**config.mk**
```make
export PLATFORM = sky130hd
export DESIGN_NAME = ccw_ctrl
export DESIGN_NICKNAME = d
export VERILOG_FILES = /design/src/rtl/core/ccw_pkg.sv /design/src/rtl/core/ccw_ctrl.sv
export SDC_FILE = /design/constraint.sdc
export NUM_CORES = 1
export LEC_CHECK = 0
export BUFFER_PORTS_ARGS = -buffer_cell sky130_fd_sc_hd__buf_2
export CORE_AREA = 8 8 45 47
export CTS_CLUSTER_SIZE = 24
export DETAILED_ROUTE_END_ITERATION = 8
export DIE_AREA = 0 0 53 55
export SLEW_MARGIN = 5
export SYNTH_ARGS = -nofsm -noshare
export SYNTH_HDL_FRONTEND = slang
export SYNTH_SLANG_ARGS = --single-unit
export TNS_END_PERCENT = 10
```
**constraint.sdc**
```tcl
create_clock -name clk -period 3.1 [get_ports clk]
set_input_delay 0 -clock clk [delete_from_list [all_inputs] [get_ports clk]]
set_output_delay 0 -clock clk [all_outputs]
set_load 0.05 [all_outputs]
```
**src/rtl/core/ccw_pkg.sv**
```systemverilog
// shared types and constants for the coin change way counter
package ccw_pkg;

    localparam int unsigned MAX_SUM = 4096;
    localparam int unsigned ADDR_W  = $clog2(MAX_SUM + 1);
    localparam int unsigned COUNT_W = 20;
    localparam int unsigned COIN_W  = 13;

    typedef logic [ADDR_W-1:0]  addr_t;
    typedef logic [COUNT_W-1:0] count_t;
    typedef logic [COIN_W-1:0]  coin_t;

    localparam logic [COUNT_W:0] WAY_MOD   = (COUNT_W + 1)'(1000007);
    localparam addr_t            MAX_ADDR  = ADDR_W'(MAX_SUM);

    typedef enum logic [2:0] {
        ST_CLEAR,
        ST_IDLE,
        ST_WALK,
        ST_DRAIN,
        ST_READ,
        ST_LOAD
    } ccw_state_t;

    typedef struct packed {
        logic load;
        logic walk;
        logic read_tgt;
        logic clear;
        logic clear_start;
        logic out_load;
    } ccw_cmd_t;

    typedef struct packed {
        logic skip;
        logic walk_last;
        logic clear_last;
        logic out_full;
    } ccw_stat_t;

endpackage

```
**src/rtl/core/ccw_ctrl.sv**
```systemverilog
// sequencer for accept, table walk, result read and clear sweep
module ccw_ctrl
    import ccw_pkg::*;
(
    input  logic      clk,
    input  logic      rst_n,
    input  logic      in_valid,
    input  logic      in_last,
    output logic      in_ready,
    input  ccw_stat_t stat,
    output ccw_cmd_t  cmd
);

    ccw_state_t state_reg, state_next;
    logic       last_reg;

    always_comb
    begin
        state_next = state_reg;
        unique case (state_reg)
            ST_CLEAR:
            begin
                if (stat.clear_last)
                    state_next = ST_IDLE;
            end
            ST_IDLE:
            begin
                if (in_valid)
                begin
                    if (!stat.skip)
                        state_next = ST_WALK;
                    else if (in_last)
                        state_next = ST_READ;
                end
            end
            ST_WALK:
            begin
                if (stat.walk_last)
                    state_next = ST_DRAIN;
            end
            ST_DRAIN:
            begin
                state_next = last_reg ? ST_READ : ST_IDLE;
            end
            ST_READ:
            begin
                state_next = ST_LOAD;
            end
            ST_LOAD:
            begin
                if (!stat.out_full)
                    state_next = ST_CLEAR;
            end
            default:
            begin
                state_next = ST_CLEAR;
            end
        endcase
    end

    always_comb
    begin
        cmd      = '0;
        in_ready = 1'b0;
        unique case (state_reg)
            ST_CLEAR: cmd.clear = 1'b1;
            ST_IDLE:
            begin
                in_ready = 1'b1;
                cmd.load = in_valid;
            end
            ST_WALK:  cmd.walk = 1'b1;
            ST_DRAIN: ;
            ST_READ:  cmd.read_tgt = 1'b1;
            ST_LOAD:
            begin
                cmd.out_load    = !stat.out_full;
                cmd.clear_start = !stat.out_full;
            end
            default: ;
        endcase
    end

    always_ff @(posedge clk or negedge rst_n)
    begin
        if (!rst_n)
        begin
            state_reg <= ST_CLEAR;
            last_reg  <= 1'b0;
        end
        else
        begin
            state_reg <= state_next;
            if (in_valid && in_ready)
                last_reg <= in_last;
        end
    end

    a_accept_only_idle: assert property (@(posedge clk) disable iff (!rst_n)
        (in_valid && in_ready) |=> (state_reg != ST_CLEAR) && (state_reg != ST_LOAD))
        else $error("accept led into clear or load");

endmodule

```
==> impl_metrics.json <==
{
  "finalHoldViolCount": 0,
  "core_area_mm2": 0.00138,
  "synthTopCellsByArea": "dfrtp_1 (31%), nand2b_1 (5.9%), buf_4 (4.7%)",
  "dp_hpwl_um": 609,
  "cts_tree": "done",
  "period_minus_slack_ns": 1.52,
  "wl_per_cell_um": 11.4,
  "synth-edff-count": 0,
  "fp.dieH_um": 55,
  "rows": 14,
  "yosys.area.top_type": "dfrtp_1",
  "netlist_top_cells_count": "dfrtp_1 (4), nand2_1 (4), inv_1 (3), nand2b_1 (3)",
  "largest_reg_flops": 3,
  "fin_nets": 64,
  "ant_nets": 0,
  "die_area_mm2": 0.00292,
  "num_vias": 316,
  "crit_family": "simple AND/OR/NAND/NOR gates",
  "syn_nets": 47,
  "arrival_ns": 1.52,
  "synthAdderAreaFrac_pct": 0,
  "clkTransAtPathRegs_ns": 0.03,
  "wirelength_um": 796,
  "drive_gt1_share_pct": 35.2,
  "synth_cells": 39,
  "critPathLaunchType": "register",
  "cts_htree_levels": 1,
  "worstSetupPathType": "register to output port",
  "cts.sinks": 4,
  "overflow": 0,
  "critPathMaxFanout": 12,
  "synth_top_family_by_area": "simple AND/OR/NAND/NOR gates",
  "antennaDiodeCount": 0,
  "outcome": "completed",
  "drv_cap": 0,
  "synthesis.area_um2": 319,
  "drt_iter0_markers": 11,
  "grt_max_degree": 13,
  "vias_per_cell": 4.51,
  "timing.final.crit_share_pct": 48.9,
  "portBuffers": 14,
  "cts-root-buf": "clkbuf_4",
  "synth.top_cell.area_share_pct": 31.4,
  "nFillCells": 144,
  "cp-end-kind": "output port",
  "synth_seq_cells": 4,
  "cts_buffers": 3,
  "worst_skew_pair.late_latency_ns": 0.24,
  "gp_congestion": 0.840,
  "synth_mux_area_share_pct": 11.4,
  "firstDrtPassIters": 4,
  "power_density_mw_per_mm2": 1100,
  "die_w_um": 53,
  "required_ns": 3.10,
  "grt_use_total_pct": 6.51,
  "fin_skew_ns": 0.00270,
  "clockBufferDepth": 2,
  "ys_async_sr_fraction_pct": 100,
  "post_cts_buffers": 0,
  "syn_avg_cell_area_um2": 8.18,
  "slowest_delay_ns": 0.50,
  "rsz0062_at_grt": "no",
  "fmax_mhz": 660,
  "path_cells": "nor3b_2 > and2_1 > buf_2",
  "antenna_found_initial": 0,
  "syn2layout_area_growth_pct": 33.7,
  "yosys.area_share.simple_pct": 30.6,
  "post-route-util_pct": 30.8,
  "first_global_vias": 308,
  "synth-xor-area-share_pct": 0,
  "setup_tns_ns": 0,
  "yosysUniqueCellTypes": 22,
  "initial_utilization_pct": 23.1,
  "synth_ff_type": "dfrtp_1",
  "maxSlewViolCount": 0,
  "synth_compound_area_share_pct": 15.3,
  "grt_pass1_wl_um": 1380,
  "yosys_warnings": 0,
  "route.detailed.drc": 0,
  "cp_slowest_cell": "dfrtp_1",
  "relSlewSlack_pct": 75.9,
  "setup_viol": 0,
  "path_buf_inv": 1,
  "synth_sequential_area_ratio_pct": 31.4,
  "ios": 15,
  "worst-slew-pin-transition_ns": 0.362,
  "hold_path.class": "primary input to register",
  "power.leakage_nw": 0.219,
  "peakVddDrop_v": 0.000469
}
-- cells in the final DEF, fill, tap and decap left out --
cell type / synthesis / layout
a21oi_1: 2 / 2
a22oi_1: 1 / 1
a32oi_1: 1 / 1
and2_1: 1 / 1
buf_2: 2 / 14
clkbuf_4: 0 / 3
dfrtp_1: 4 / 4
dlygate4sd3_1: 0 / 2
inv_1: 3 / 3
mux2_1: 1 / 1
mux2_4: 1 / 1
mux2i_1: 1 / 1
nand2_1: 4 / 4
nand2b_1: 3 / 3
nand3_1: 1 / 1
nand3b_1: 1 / 1
nor2_1: 2 / 2
nor2b_1: 2 / 2
nor3_1: 1 / 1
nor3b_1: 1 / 1
nor3b_2: 1 / 1
o21ai_0: 2 / 2
o22ai_1: 2 / 2
-- worst paths after layout --
kind	depth (start not counted)	to	from	slack [ns]
max reg2reg	4	state_reg[0]$_DFFE_PN0P_	state_reg[1]$_DFFE_PN0P_	1.63
max	3	cmd[5]	state_reg[1]$_DFFE_PN0P_	1.58
max in group asynchronous	2	state_reg[1]$_DFFE_PN0P_	rst_n	2.87
min reg2reg	1	last_reg$_DFFE_PN0P_	last_reg$_DFFE_PN0P_	0.53
min	2	last_reg$_DFFE_PN0P_	in_last	0.008
min in group asynchronous	2	state_reg[0]$_DFFE_PN0P_	rst_n	0.10
-- stage by stage --
step	setup WS [ns]	hold WS [ns]	cells	instance area, µm²	power, mW
after detailed placement	1.66	-0.188	65	384	0.401
after global placement	1.66	-0.192	65	384	0.400
final	1.58	0.00780	70	427	0.469
after CTS	1.59	0.000198	70	427	0.472
after floorplan	0.799	-0.296	39	319	0.356
after global routing	1.49	0.00100	70	427	0.507
-- metal layers --
metal	part of all wire, %	vias to the layer above	wire length, µm	GRT usage, %
li1	-	165	-	-
met1	48	138	383	8.08
met2	39	13	307	7.42
met3	13	0	105	5.08
met4	0	0	0	3.88
met5	0	-	0	0
-- where the power goes --
| part | switching, mW | total, mW | internal (mW) |
|---|---|---|---|
| Sequential | 0.0432 | 0.118 | 0.0752 |
| Combinational | 0.184 | 0.285 | 0.102 |
| Clock | 0.0216 | 0.0649 | 0.0433 |
-- what timing repair did --
item,CTS,global route
hold buffers,2,0
resized for setup,0,0
endpoints found under the hold margin,5,0
-- layout make-up --
| class | instances | area (µm²) | area share [%] |
|---|---|---|---|
| inverter | 3 | 11.3 | 2.64 |
| sequential | 4 | 100 | 23.5 |
| tap | 16 | 20.0 | 4.69 |
| multi-input combinational | 28 | 183 | 42.8 |
| clock buffer | 3 | 22.5 | 5.28 |
| timing repair buffer | 16 | 90.1 | 21.1 |
-- kinds of logic after synthesis --
logic type	after synthesis
buffers and inverters	7
flip-flops	4
AND/OR/NAND/NOR	17
multiplexers	3
AO/OA/AOI/OAI	8
-- worst reg2reg max path: cells and delay by family, from the launching register on --
kind,cells,cell delay [ns]
DFF,1,0.50
muxes,1,0.29
and+or+nand+nor,3,0.57
Power figures use the tool's default switching activity.
